`src/rtl/lfpd_pkg.sv`:
```
// shared types and constants for the line-follow pd motor mixer
// used by all rtl files of the block, depends on nothing

package lfpd_pkg;

  // input opcodes
  localparam int unsigned OP_W = 2;
  localparam logic [OP_W-1:0] OP_SAMPLE = 2'd0;
  localparam logic [OP_W-1:0] OP_TICK   = 2'd1;
  localparam logic [OP_W-1:0] OP_START  = 2'd2;
  localparam logic [OP_W-1:0] OP_STOP   = 2'd3;

  // configuration port
  localparam int unsigned CFG_IDX_W  = 3;
  localparam int unsigned CFG_DATA_W = 16;
  localparam logic [CFG_IDX_W-1:0] REG_KP_GAIN    = 3'd0;
  localparam logic [CFG_IDX_W-1:0] REG_KD_GAIN    = 3'd1;
  localparam logic [CFG_IDX_W-1:0] REG_MAX_PERIOD = 3'd2;
  localparam logic [CFG_IDX_W-1:0] REG_DARK_LEVEL = 3'd3;
  localparam logic [CFG_IDX_W-1:0] REG_DARK_LIMIT = 3'd4;

  // register reset values
  localparam logic [15:0] KP_GAIN_RST    = 16'd589;
  localparam logic [15:0] KD_GAIN_RST    = 16'd5120;
  localparam logic [14:0] MAX_PERIOD_RST = 15'd1000;
  localparam logic [11:0] DARK_LEVEL_RST = 12'd900;
  localparam logic [15:0] DARK_LIMIT_RST = 16'd100;

  // clamp limit 4*p/5 by reciprocal multiply, exact for 17-bit numerators
  localparam int unsigned LIM_SHIFT = 21;
  localparam logic [18:0] LIM_RECIP = 19'd419431;

  typedef struct packed {
    logic [15:0] kp_gain;
    logic [15:0] kd_rate_gain;
    logic [14:0] max_period;
    logic [11:0] dark_level;
    logic [15:0] dark_count_limit;
  } lfpd_cfg_t;

  // stage load strobes, one per pipeline stage
  typedef struct packed {
    logic s1;
    logic s2;
    logic s3;
    logic s4;
    logic s5;
    logic s6;
  } lfpd_load_t;

  // per-tick side data that travels with the steering path
  typedef struct packed {
    logic              run;
    logic              course_out;
    logic signed [15:0] vel;
  } lfpd_meta_t;

endpackage

```
`src/rtl/lfpd_sense.sv`:
```
// sensor store with running sums, course-out counter and half means
// depends on lfpd_pkg

module lfpd_sense #(
  parameter int unsigned SENSOR_COUNT = 12,
  parameter int unsigned SAMPLE_BITS  = 12
) (
  input  logic                            clk_i,
  input  logic                            rst_ni,
  input  lfpd_pkg::lfpd_load_t            load_i,
  input  logic [lfpd_pkg::OP_W-1:0]       opcode_i,
  input  logic [3:0]                      sensor_index_i,
  input  logic [11:0]                     sensor_value_i,
  input  logic signed [15:0]              velocity_term_i,
  input  lfpd_pkg::lfpd_cfg_t             cfg_i,
  output logic [SAMPLE_BITS-1:0]          left_mean_o,
  output logic [SAMPLE_BITS-1:0]          right_mean_o,
  output lfpd_pkg::lfpd_meta_t            meta_o
);

  localparam int unsigned HALF = SENSOR_COUNT / 2;
  localparam int unsigned IW   = $clog2(SENSOR_COUNT);
  localparam int unsigned TW   = SAMPLE_BITS + $clog2(SENSOR_COUNT);
  localparam int unsigned HW   = SAMPLE_BITS + $clog2(HALF);
  localparam int unsigned SH   = HW + $clog2(HALF) + 1;
  localparam int unsigned MW   = HW + 2;
  localparam longint unsigned MH_VAL = ((64'd1 << SH) + HALF - 1) / HALF;
  localparam logic [MW-1:0]   MH   = MW'(MH_VAL);
  localparam int unsigned THW  = 13 + $clog2(SENSOR_COUNT + 1);
  localparam int unsigned CW   = (TW > THW) ? TW : THW;

  logic [SAMPLE_BITS-1:0] store_q [SENSOR_COUNT];
  logic [TW-1:0]          tot_q, tot_d;
  logic [HW-1:0]          lsum_q, lsum_d, rsum_q, rsum_d;
  logic                   running_q;
  logic [15:0]            cnt_q, cnt_d;

  logic [5:0]             idx_ext;
  logic                   in_range, is_left, is_right, wr, tick;
  logic [IW-1:0]          widx;
  logic [15:0]            val_ext;
  logic [SAMPLE_BITS-1:0] smp, old;
  logic [THW-1:0]         thr;
  logic                   dark;
  logic [HW+MW-1:0]       lprod, rprod;
  logic [SAMPLE_BITS-1:0] odd_val;

  // sample decode
  always_comb begin
    idx_ext  = {2'b00, sensor_index_i};
    in_range = idx_ext < 6'(SENSOR_COUNT);
    widx     = idx_ext[IW-1:0];
    is_left  = idx_ext < 6'(HALF);
    is_right = !is_left && (idx_ext < 6'(2 * HALF));
    val_ext  = {4'b0000, sensor_value_i};
    smp      = val_ext[SAMPLE_BITS-1:0];
    old      = in_range ? store_q[widx] : '0;
    wr       = load_i.s1 && (opcode_i == lfpd_pkg::OP_SAMPLE) && in_range;
    tick     = load_i.s1 && (opcode_i == lfpd_pkg::OP_TICK);
  end

  // running sums follow every store write
  always_comb begin
    tot_d  = tot_q - TW'(old) + TW'(smp);
    lsum_d = lsum_q;
    rsum_d = rsum_q;
    if (is_left) begin
      lsum_d = lsum_q - HW'(old) + HW'(smp);
    end
    if (is_right) begin
      rsum_d = rsum_q - HW'(old) + HW'(smp);
    end
  end

  // mean above dark level is the same as sum >= (level + 1) * count
  always_comb begin
    thr  = THW'({1'b0, cfg_i.dark_level} + 13'd1) * THW'(SENSOR_COUNT);
    dark = CW'(tot_q) >= CW'(thr);
    if (dark) begin
      cnt_d = (cnt_q == 16'hFFFF) ? cnt_q : cnt_q + 16'd1;
    end else begin
      cnt_d = '0;
    end
  end

  // half means by reciprocal multiply
  always_comb begin
    lprod = (HW+MW)'(lsum_q) * (HW+MW)'(MH);
    rprod = (HW+MW)'(rsum_q) * (HW+MW)'(MH);
  end

  // state: store, sums, run flag, dark counter
  always_ff @(posedge clk_i or negedge rst_ni) begin
    if (!rst_ni) begin
      store_q   <= '{default: '0};
      tot_q     <= '0;
      lsum_q    <= '0;
      rsum_q    <= '0;
      running_q <= 1'b0;
      cnt_q     <= '0;
    end else begin
      if (wr) begin
        store_q[widx] <= smp;
        tot_q         <= tot_d;
        lsum_q        <= lsum_d;
        rsum_q        <= rsum_d;
      end
      if (load_i.s1 && (opcode_i == lfpd_pkg::OP_START)) begin
        running_q <= 1'b1;
      end
      if (load_i.s1 && (opcode_i == lfpd_pkg::OP_STOP)) begin
        running_q <= 1'b0;
      end
      if (tick) begin
        cnt_q <= cnt_d;
      end
    end
  end

  // stage 1 result register
  always_ff @(posedge clk_i) begin
    if (tick) begin
      left_mean_o       <= lprod[SH +: SAMPLE_BITS];
      right_mean_o      <= rprod[SH +: SAMPLE_BITS];
      meta_o.run        <= running_q;
      meta_o.course_out <= cnt_d >= cfg_i.dark_count_limit;
      meta_o.vel        <= velocity_term_i;
    end
  end

  // sensor left out of both halves when the count is odd
  assign odd_val = (SENSOR_COUNT % 2 == 1) ? store_q[SENSOR_COUNT-1] : '0;

  sums_match_store: assert property (@(posedge clk_i) disable iff (!rst_ni)
    (TW'(lsum_q) + TW'(rsum_q) + TW'(odd_val)) == tot_q)
    else $error("running sums disagree with sensor store");

endmodule

```
`src/rtl/lfpd_steer.sv`:
```
// pd steering path: side difference, velocity clamp, gain products, floored term
// depends on lfpd_pkg

module lfpd_steer #(
  parameter int unsigned SAMPLE_BITS = 12
) (
  input  logic                                clk_i,
  input  logic                                rst_ni,
  input  lfpd_pkg::lfpd_load_t                load_i,
  input  logic [SAMPLE_BITS-1:0]              left_mean_i,
  input  logic [SAMPLE_BITS-1:0]              right_mean_i,
  input  lfpd_pkg::lfpd_meta_t                meta_i,
  input  logic [15:0]                         kp_gain_i,
  input  logic [15:0]                         kd_rate_gain_i,
  input  logic [14:0]                         limit_i,
  output logic signed [SAMPLE_BITS+11:0]      steer_o,
  output lfpd_pkg::lfpd_meta_t                meta_o
);

  localparam int unsigned DW  = SAMPLE_BITS + 1;
  localparam int unsigned PKW = 17 + DW;
  localparam int unsigned PDW = 17 + DW + 1;
  localparam int unsigned PSW = 17 + DW + 2;

  logic signed [DW-1:0]  diff_q, diff_d, prev_q;
  logic signed [DW:0]    delta;
  logic signed [PKW-1:0] pkp_q;
  logic signed [PDW-1:0] pkd_q;
  logic signed [PSW-1:0] psum;
  logic signed [15:0]    lim_pos, lim_neg, vclamp;
  lfpd_pkg::lfpd_meta_t  m2_q, m3_q;

  // side difference and velocity clamp
  always_comb begin
    diff_d  = $signed({1'b0, left_mean_i}) - $signed({1'b0, right_mean_i});
    lim_pos = $signed({1'b0, limit_i});
    lim_neg = -lim_pos;
    if (meta_i.vel > lim_pos) begin
      vclamp = lim_pos;
    end else if (meta_i.vel < lim_neg) begin
      vclamp = lim_neg;
    end else begin
      vclamp = meta_i.vel;
    end
  end

  always_ff @(posedge clk_i) begin
    if (load_i.s2) begin
      diff_q            <= diff_d;
      m2_q.run          <= meta_i.run;
      m2_q.course_out   <= meta_i.course_out;
      m2_q.vel          <= vclamp;
    end
  end

  // gain products
  assign delta = $signed({diff_q[DW-1], diff_q}) - $signed({prev_q[DW-1], prev_q});

  always_ff @(posedge clk_i) begin
    if (load_i.s3) begin
      pkp_q <= PKW'($signed({1'b0, kp_gain_i})) * PKW'(diff_q);
      pkd_q <= PDW'($signed({1'b0, kd_rate_gain_i})) * PDW'(delta);
      m3_q  <= m2_q;
    end
  end

  // previous difference moves only on running ticks
  always_ff @(posedge clk_i or negedge rst_ni) begin
    if (!rst_ni) begin
      prev_q <= '0;
    end else if (load_i.s3 && m2_q.run) begin
      prev_q <= diff_q;
    end
  end

  // floored divide by 256 is the upper slice of the sum
  assign psum = $signed({pkp_q[PKW-1], pkp_q[PKW-1], pkp_q}) +
                $signed({pkd_q[PDW-1], pkd_q});

  always_ff @(posedge clk_i) begin
    if (load_i.s4) begin
      steer_o <= psum[PSW-1:8];
      meta_o  <= m3_q;
    end
  end

  prev_held_when_stopped: assert property (@(posedge clk_i) disable iff (!rst_ni)
    load_i.s3 && !m2_q.run |=> $stable(prev_q))
    else $error("previous difference changed on a stopped tick");

  prev_follows_running_tick: assert property (@(posedge clk_i) disable iff (!rst_ni)
    load_i.s3 && m2_q.run |=> prev_q == $past(diff_q))
    else $error("previous difference not taken from running tick");

endmodule

```
`src/rtl/lfpd_mix.sv`:
```
// motor mixer: overshoot transfer, drive sums and 16-bit saturation
// depends on lfpd_pkg

module lfpd_mix #(
  parameter int unsigned SAMPLE_BITS = 12
) (
  input  logic                           clk_i,
  input  logic                           rst_ni,
  input  lfpd_pkg::lfpd_load_t           load_i,
  input  logic signed [SAMPLE_BITS+11:0] steer_i,
  input  lfpd_pkg::lfpd_meta_t           meta_i,
  input  logic [14:0]                    max_period_i,
  output logic signed [15:0]             motor_left_o,
  output logic signed [15:0]             motor_right_o,
  output logic signed [15:0]             velocity_applied_o,
  output logic                           course_out_o
);

  localparam int unsigned SW = SAMPLE_BITS + 12;
  localparam int unsigned XW = SW + 1;
  localparam int unsigned EW = XW + 1;
  localparam int unsigned OW = EW + 2;
  localparam logic signed [OW-1:0] SMAX = OW'(32767);
  localparam logic signed [OW-1:0] SMIN = -SMAX - OW'(1);

  logic signed [XW-1:0] vx, sx, px, t_d, u_d, t_q, u_q;
  logic signed [EW-1:0] e_d, e_q;
  logic signed [15:0]   v5_q;
  logic                 run5_q, course5_q;
  logic signed [OW-1:0] left_w, right_w, appl_w;

  function automatic logic signed [15:0] sat16(input logic signed [OW-1:0] x);
    logic signed [15:0] r;
    if (x > SMAX) begin
      r = 16'sh7FFF;
    end else if (x < SMIN) begin
      r = 16'sh8000;
    end else begin
      r = x[15:0];
    end
    return r;
  endfunction

  // drive sums and overshoot amount
  always_comb begin
    vx  = {{(XW-16){meta_i.vel[15]}}, meta_i.vel};
    sx  = {steer_i[SW-1], steer_i};
    px  = $signed({{(XW-15){1'b0}}, max_period_i});
    t_d = vx + sx;
    u_d = vx - sx;
    if (t_d >= px) begin
      e_d = $signed({t_d[XW-1], t_d}) - $signed({px[XW-1], px});
    end else if (u_d <= -px) begin
      e_d = -$signed({px[XW-1], px}) - $signed({u_d[XW-1], u_d});
    end else begin
      e_d = '0;
    end
  end

  always_ff @(posedge clk_i) begin
    if (load_i.s5) begin
      t_q       <= t_d;
      u_q       <= u_d;
      e_q       <= e_d;
      v5_q      <= meta_i.vel;
      run5_q    <= meta_i.run;
      course5_q <= meta_i.course_out;
    end
  end

  // moving e from velocity to steering leaves v+s and takes 2e off v-s
  always_comb begin
    left_w  = {{(OW-XW){t_q[XW-1]}}, t_q};
    right_w = $signed({{(OW-XW){u_q[XW-1]}}, u_q}) -
              $signed({e_q[EW-1], e_q, 1'b0});
    appl_w  = $signed({{(OW-16){v5_q[15]}}, v5_q}) -
              $signed({{(OW-EW){e_q[EW-1]}}, e_q});
  end

  // result register
  always_ff @(posedge clk_i) begin
    if (load_i.s6) begin
      motor_left_o       <= run5_q ? sat16(left_w) : '0;
      motor_right_o      <= run5_q ? sat16(right_w) : '0;
      velocity_applied_o <= run5_q ? sat16(appl_w) : '0;
      course_out_o       <= course5_q;
    end
  end

  stopped_drives_zero: assert property (@(posedge clk_i) disable iff (!rst_ni)
    load_i.s6 && !run5_q |=>
      motor_left_o == 16'sd0 && motor_right_o == 16'sd0 && velocity_applied_o == 16'sd0)
    else $error("drive nonzero while not running");

  overshoot_not_negative: assert property (@(posedge clk_i) disable iff (!rst_ni)
    load_i.s6 |-> !e_q[EW-1])
    else $error("negative overshoot amount");

endmodule

```
`src/rtl/line_follow_pd_motor_mixer.sv`:
```
// top level: config registers, input register, stage valids and the three datapath parts
// depends on lfpd_pkg, lfpd_sense, lfpd_steer, lfpd_mix
//
// a control tick's result passes the input register and stage registers 1 to 6 before it is valid
// throughput: one item per cycle, set by the 7-register pipeline with per-stage stall
// samples, start and stop are consumed at stage 1 and give no result
// reset clears sensor store, run flag, dark counter, previous difference and valids
// config registers reset to their defaults; no clearing pass is needed

module line_follow_pd_motor_mixer #(
  parameter int unsigned SENSOR_COUNT = 12,
  parameter int unsigned SAMPLE_BITS  = 12
) (
  input  logic                                clk_i,
  input  logic                                rst_ni,
  input  logic                                cfg_we_i,
  input  logic [lfpd_pkg::CFG_IDX_W-1:0]      cfg_idx_i,
  input  logic [lfpd_pkg::CFG_DATA_W-1:0]     cfg_wdata_i,
  input  logic                                in_valid_i,
  output logic                                in_stall_o,
  input  logic [lfpd_pkg::OP_W-1:0]           opcode_i,
  input  logic [3:0]                          sensor_index_i,
  input  logic [11:0]                         sensor_value_i,
  input  logic signed [15:0]                  velocity_term_i,
  output logic                                out_valid_o,
  input  logic                                out_stall_i,
  output logic signed [15:0]                  motor_left_o,
  output logic signed [15:0]                  motor_right_o,
  output logic signed [15:0]                  velocity_applied_o,
  output logic                                course_out_o
);

  lfpd_pkg::lfpd_cfg_t  cfg_q;
  logic [14:0]          lim_q;
  logic [35:0]          lim_prod;

  logic                       in_v_q;
  logic [lfpd_pkg::OP_W-1:0]  op_q;
  logic [3:0]                 idx_q;
  logic [11:0]                val_q;
  logic signed [15:0]         vel_q;

  logic [5:1]           v_q;
  logic [6:0]           rdy;
  logic                 in_xfer, out_xfer;
  lfpd_pkg::lfpd_load_t load;

  logic [SAMPLE_BITS-1:0]          lmean, rmean;
  lfpd_pkg::lfpd_meta_t            meta1, meta4;
  logic signed [SAMPLE_BITS+11:0]  steer;

  // configuration writes
  always_ff @(posedge clk_i or negedge rst_ni) begin
    if (!rst_ni) begin
      cfg_q.kp_gain          <= lfpd_pkg::KP_GAIN_RST;
      cfg_q.kd_rate_gain     <= lfpd_pkg::KD_GAIN_RST;
      cfg_q.max_period       <= lfpd_pkg::MAX_PERIOD_RST;
      cfg_q.dark_level       <= lfpd_pkg::DARK_LEVEL_RST;
      cfg_q.dark_count_limit <= lfpd_pkg::DARK_LIMIT_RST;
    end else if (cfg_we_i) begin
      case (cfg_idx_i)
        lfpd_pkg::REG_KP_GAIN:    cfg_q.kp_gain          <= cfg_wdata_i;
        lfpd_pkg::REG_KD_GAIN:    cfg_q.kd_rate_gain     <= cfg_wdata_i;
        lfpd_pkg::REG_MAX_PERIOD: cfg_q.max_period       <= cfg_wdata_i[14:0];
        lfpd_pkg::REG_DARK_LEVEL: cfg_q.dark_level       <= cfg_wdata_i[11:0];
        lfpd_pkg::REG_DARK_LIMIT: cfg_q.dark_count_limit <= cfg_wdata_i;
        default: ;
      endcase
    end
  end

  // velocity limit floor(4p/5), refreshed every cycle
  assign lim_prod = 36'({cfg_q.max_period, 2'b00}) * 36'(lfpd_pkg::LIM_RECIP);

  always_ff @(posedge clk_i) begin
    lim_q <= lim_prod[lfpd_pkg::LIM_SHIFT +: 15];
  end

  // stall chain: a stage takes a transfer when empty or when it moves on
  always_comb begin
    rdy[6] = !out_valid_o || !out_stall_i;
    for (int k = 5; k >= 1; k--) begin
      rdy[k] = !v_q[k] || rdy[k+1];
    end
    rdy[0]  = !in_v_q || rdy[1];
    load.s1 = in_v_q && rdy[1];
    load.s2 = v_q[1] && rdy[2];
    load.s3 = v_q[2] && rdy[3];
    load.s4 = v_q[3] && rdy[4];
    load.s5 = v_q[4] && rdy[5];
    load.s6 = v_q[5] && rdy[6];
  end

  assign in_stall_o = !rdy[0];
  assign in_xfer    = in_valid_i && rdy[0];
  assign out_xfer   = out_valid_o && !out_stall_i;

  // stage valids; only ticks go past stage 1
  always_ff @(posedge clk_i or negedge rst_ni) begin
    if (!rst_ni) begin
      in_v_q      <= 1'b0;
      v_q         <= '0;
      out_valid_o <= 1'b0;
    end else begin
      if (in_xfer) begin
        in_v_q <= 1'b1;
      end else if (load.s1) begin
        in_v_q <= 1'b0;
      end
      if (load.s1 && (op_q == lfpd_pkg::OP_TICK)) begin
        v_q[1] <= 1'b1;
      end else if (load.s2) begin
        v_q[1] <= 1'b0;
      end
      if (load.s2) begin
        v_q[2] <= 1'b1;
      end else if (load.s3) begin
        v_q[2] <= 1'b0;
      end
      if (load.s3) begin
        v_q[3] <= 1'b1;
      end else if (load.s4) begin
        v_q[3] <= 1'b0;
      end
      if (load.s4) begin
        v_q[4] <= 1'b1;
      end else if (load.s5) begin
        v_q[4] <= 1'b0;
      end
      if (load.s5) begin
        v_q[5] <= 1'b1;
      end else if (load.s6) begin
        v_q[5] <= 1'b0;
      end
      if (load.s6) begin
        out_valid_o <= 1'b1;
      end else if (out_xfer) begin
        out_valid_o <= 1'b0;
      end
    end
  end

  // input register
  always_ff @(posedge clk_i) begin
    if (in_xfer) begin
      op_q  <= opcode_i;
      idx_q <= sensor_index_i;
      val_q <= sensor_value_i;
      vel_q <= velocity_term_i;
    end
  end

  lfpd_sense #(
    .SENSOR_COUNT(SENSOR_COUNT),
    .SAMPLE_BITS (SAMPLE_BITS)
  ) u_sense (
    .clk_i          (clk_i),
    .rst_ni         (rst_ni),
    .load_i         (load),
    .opcode_i       (op_q),
    .sensor_index_i (idx_q),
    .sensor_value_i (val_q),
    .velocity_term_i(vel_q),
    .cfg_i          (cfg_q),
    .left_mean_o    (lmean),
    .right_mean_o   (rmean),
    .meta_o         (meta1)
  );

  lfpd_steer #(
    .SAMPLE_BITS(SAMPLE_BITS)
  ) u_steer (
    .clk_i         (clk_i),
    .rst_ni        (rst_ni),
    .load_i        (load),
    .left_mean_i   (lmean),
    .right_mean_i  (rmean),
    .meta_i        (meta1),
    .kp_gain_i     (cfg_q.kp_gain),
    .kd_rate_gain_i(cfg_q.kd_rate_gain),
    .limit_i       (lim_q),
    .steer_o       (steer),
    .meta_o        (meta4)
  );

  lfpd_mix #(
    .SAMPLE_BITS(SAMPLE_BITS)
  ) u_mix (
    .clk_i             (clk_i),
    .rst_ni            (rst_ni),
    .load_i            (load),
    .steer_i           (steer),
    .meta_i            (meta4),
    .max_period_i      (cfg_q.max_period),
    .motor_left_o      (motor_left_o),
    .motor_right_o     (motor_right_o),
    .velocity_applied_o(velocity_applied_o),
    .course_out_o      (course_out_o)
  );

  non_tick_leaves_no_result: assert property (@(posedge clk_i) disable iff (!rst_ni)
    load.s1 && (op_q != lfpd_pkg::OP_TICK) && !load.s2 |=> v_q[1] == $past(v_q[1]))
    else $error("non-tick item entered the steering pipeline");

endmodule
```
`config.mk`:
```
export PLATFORM = sky130hd
export DESIGN_NAME = line_follow_pd_motor_mixer
export DESIGN_NICKNAME = d
export VERILOG_FILES = /design/src/rtl/lfpd_pkg.sv /design/src/rtl/lfpd_sense.sv /design/src/rtl/lfpd_steer.sv /design/src/rtl/lfpd_mix.sv /design/src/rtl/line_follow_pd_motor_mixer.sv
export SDC_FILE = /design/constraint.sdc
export NUM_CORES = 2
export LEC_CHECK = 0
export BUFFER_PORTS_ARGS = -buffer_cell sky130_fd_sc_hd__buf_2
export CAP_MARGIN = 40
export CORE_MARGIN = 4
export CORE_UTILIZATION = 35
export DETAILED_ROUTE_END_ITERATION = 8
export GPL_TIMING_DRIVEN = 1
export PLACE_DENSITY = 0.54
export SYNTH_ARGS = -nofsm -noshare
export SYNTH_HDL_FRONTEND = slang
export SYNTH_SLANG_ARGS = --single-unit
```
`constraint.sdc`:
```
create_clock -name clk_i -period 22.6 [get_ports clk_i]
set_input_delay 2.26 -clock clk_i [delete_from_list [all_inputs] [get_ports clk_i]]
set_output_delay 2.26 -clock clk_i [all_outputs]
set_load 0.05 [all_outputs]
```
==> results.py <==
metrics = {
    "run_status": {
        "status": "finished clean",
    },
    "clock_tree": {
        "clock_path_buffers": 3,
        "cts_resized": 0,
        "cts-root-buf": "clkbuf_16",
        "cts_buffers": 88,
        "clock_sinks": 687,
        "holdBufCountCts": 0,
        "cts.clk_slew.worst_paths_ns": 0.06,
        "worstSkewPairLatency_ns": 0.73,
        "cts_tree": "built",
        "postCtsSetupBuffers": 0,
        "h-tree-depth": 3,
    },
    "routing": {
        "vias_per_cell": 4.91,
        "drcViolationCount": 0,
        "drt_pre_antenna_iters": 5,
        "drtIter0Drc": 1936,
        "antenna_left": 0,
        "wl_um": 160000,
        "vias": 44100,
        "wire_per_inst_um": 17.8,
    },
    "critical_path": {
        "cp-end-kind": "flop",
        "worst-endpoint-arrival_ns": 10.09,
        "max_stage_delay_ns": 0.59,
        "startpoint": "u_steer.diff_q[0]",
        "critical_path_class": "reg2reg",
        "crit_path_frequent_cell": "fa_1",
        "ff2ff_setup_slack_ns": 12.95,
        "timing.rr.end": "u_steer.pkd_q[29]",
        "crit_fanout": 17,
        "setup.worst_path.end": "u_steer.pkd_q[29]",
        "startpoint_type": "flop",
        "crit_slowest_cell": "edfxtp_1",
        "cp.required_ns": 23.03,
        "regToRegStartpoint": "u_steer.diff_q[0]",
        "reg2regPathDepth": 36,
    },
    "yosys": {
        "async_flop_share_pct": 44.0,
        "synthMuxAreaShare_pct": 4.77,
        "synth-seq-cells": 687,
        "yosys.area_share.simple_pct": 11.0,
        "synth-main-ff-cell": "edfxtp_1",
        "synth_compound_area_share_pct": 9.27,
        "synth-edff-count": 370,
        "yosys_warnings": 0,
        "ys_types": 87,
        "synth_fa_ha_area_share_pct": 34.6,
        "seq_area_frac_synth_pct": 29.2,
        "synthXorXnorAreaFrac_pct": 4.39,
        "synth_fp_nets": 7844,
        "synthesis.area_um2": 65100,
        "synth.avg_cell_area_um2": 10.3,
        "synth_top_family_by_area": "adder cells",
        "synth_cells": 6327,
    },
    "global_routing": {
        "grt_pass1_vias": 46100,
        "grt_pass1_wl_um": 258000,
        "track_usage_pct": 16.8,
        "grt_overflow": 0,
        "grt_max_degree": 108,
        "antenna_found_initial": 7,
    },
    "final_layout": {
        "area_delta_synth_final_pct": 10.6,
        "layout-drive-gt1-share_pct": 9.68,
        "finalNonFillerCells": 8980,
        "fill_cells": 17900,
        "final_core_util_pct": 39.1,
        "nets": 7949,
    },
    "place": {
        "place.gp.congestion": 0.852,
        "dp_hpwl_um": 128000,
        "place_inst": 8806,
        "pre_cts_ws_ns": 13.00,
        "io_buffer_count": 108,
    },
    "sta": {
        "period_minus_slack_ns": 9.65,
        "setup_ws_ns": 12.95,
        "rsz0062_at_grt": "no",
        "setup_viol": 0,
        "max_slew_margin_pct": 37.8,
        "worst_pin_slew_ns": 0.934,
        "setup_tns_ns": 0,
        "max_freq_ghz": 0.104,
        "finalHoldViolCount": 0,
        "fin_crit_sh_pct": 42.7,
        "final.setup_skew_ns": 0.0600,
        "slew_violations": 0,
    },
    "die": {
        "chipHeight_um": 439,
        "die_w_um": 439,
        "num_rows": 157,
        "start_util_pct": 35.4,
        "dieArea_um2": 193000,
        "io_pins": 109,
        "placeableCoreArea_um2": 184000,
    },
    "min_path": {
        "hold_path.class": "reg2reg",
    },
    "job": {
        "maxCapViolCount": 0,
    },
}
==> registers in the layout, summed over array words and instances, names as in the netlist, 18 cells and up <==
register         flops
u_steer.m2_q        18
u_steer.pkp_q       30
u_sense.store_q    144
u_mix.t_q           24
cfg_q               75
u_sense.meta_o      18
u_steer.m3_q        18
u_mix.u_q           25
u_steer.steer_o     24
u_mix.e_q           26
u_steer.meta_o      18
u_steer.pkd_q       31
==> stage by stage <==
step / instance area [um^2] / hold slack, ns
global route: 72000 / 0.409
finish: 72000 / 0.407
floorplan: 65100 / 0.400
global placement: 68600 / 0.402
CTS: 71900 / 0.391
detailed placement: 68900 / 0.405
==> cells in the mapped netlist, types with 25 or more instances <==
library cell  count  area, um^2
nand3_1          82         410
and2_1          179        1120
nand2_1         468        1760
nor2_1          279        1050
dfrtp_1         282        7060
xor2_1          103         902
nor3_1           89         445
or3_1            26         163
mux4_2           36         811
o31ai_1          37         278
a21oi_1         231        1160
nand4_1          26         163
mux2_2          182        2050
a31oi_1          29         181
ha_1            895       11200
nand2b_1         83         519
nor2b_1          79         494
o21ai_1          27         135
edfxtp_1        370       11100
o21ai_0         298        1490
o21a_1           62         465
xnor2_1         223        1950
a21o_1           94         706
or2_2            27         169
and3_1           39         244
fa_1            564       11300
o21bai_1         28         210
clkbuf_1        156         586
inv_1          1012        3800
nand3b_1         25         188
==> logic make-up after synthesis <==
logic type / Yosys count
AOI/OAI and AO/OA: 976
and+or+nand+nor: 1456
muxes: 242
adders and majority gates: 1459
xor gates and xnor gates: 326
DFF: 687
buffers and inverters: 1181
==> worst min-delay path by stage <==
stage	slack [ns]	cells past startpoint	from	end
CTS	0.39	0	vel_q[2]	u_sense.meta_o[2]
global placement	0.40	0	u_steer.m2_q[0]	u_steer.m3_q[0]
global route	0.41	0	vel_q[10]	u_sense.meta_o[10]
floorplan	0.40	0	u_steer.meta_o[16]	u_mix.course5_q
detailed placement	0.40	0	vel_q[3]	u_sense.meta_o[3]
finish	0.41	0	vel_q[10]	u_sense.meta_o[10]
==> critical path, delay by kind of cell (launching register included) <==
kind,cells,cell delay [ns]
adder cells (fa/ha/maj),9,3.98
AO/OA/AOI/OAI,12,2.73
AND/OR/NAND/NOR,8,1.20
flip-flops,1,0.59
buffers and inverters,5,0.56
XOR/XNOR,2,0.29
==> cell type report <==
type,count,area [um^2],area share [%]
antenna,8,20.0,0.0278
clock buffer,116,2490,3.46
clock inverter,50,577,0.801
inverter,1014,3810,5.29
multi-input combinational,4459,41700,58.0
sequential,687,19000,26.4
tap,2464,3080,4.28
timing repair buffer,182,1270,1.76
==> cells in the final DEF (no fill, tap or decap), types with 176 or more instances in the layout <==
cell,Yosys,routed
xnor2_1,223,221
inv_1,1012,1011
o21ai_0,298,298
a21oi_1,231,231
nand2_1,468,468
and2_1,179,176
mux2_2,182,182
dfrtp_1,282,282
ha_1,895,895
nor2_1,279,278
fa_1,564,564
edfxtp_1,370,370
==> metal layers <==
metal	GRT usage, %	vias up	share of wire, %
met4	6.16	0	3.9
li1	-	21500	-
met2	29.1	650	49
met3	1.90	221	3.4
met1	21.6	21700	44
met5	0	-	0
Power is left out: the tool's default activity adds up to more than one toggle a clock period on the data nets, which glitch-free logic cannot reach.
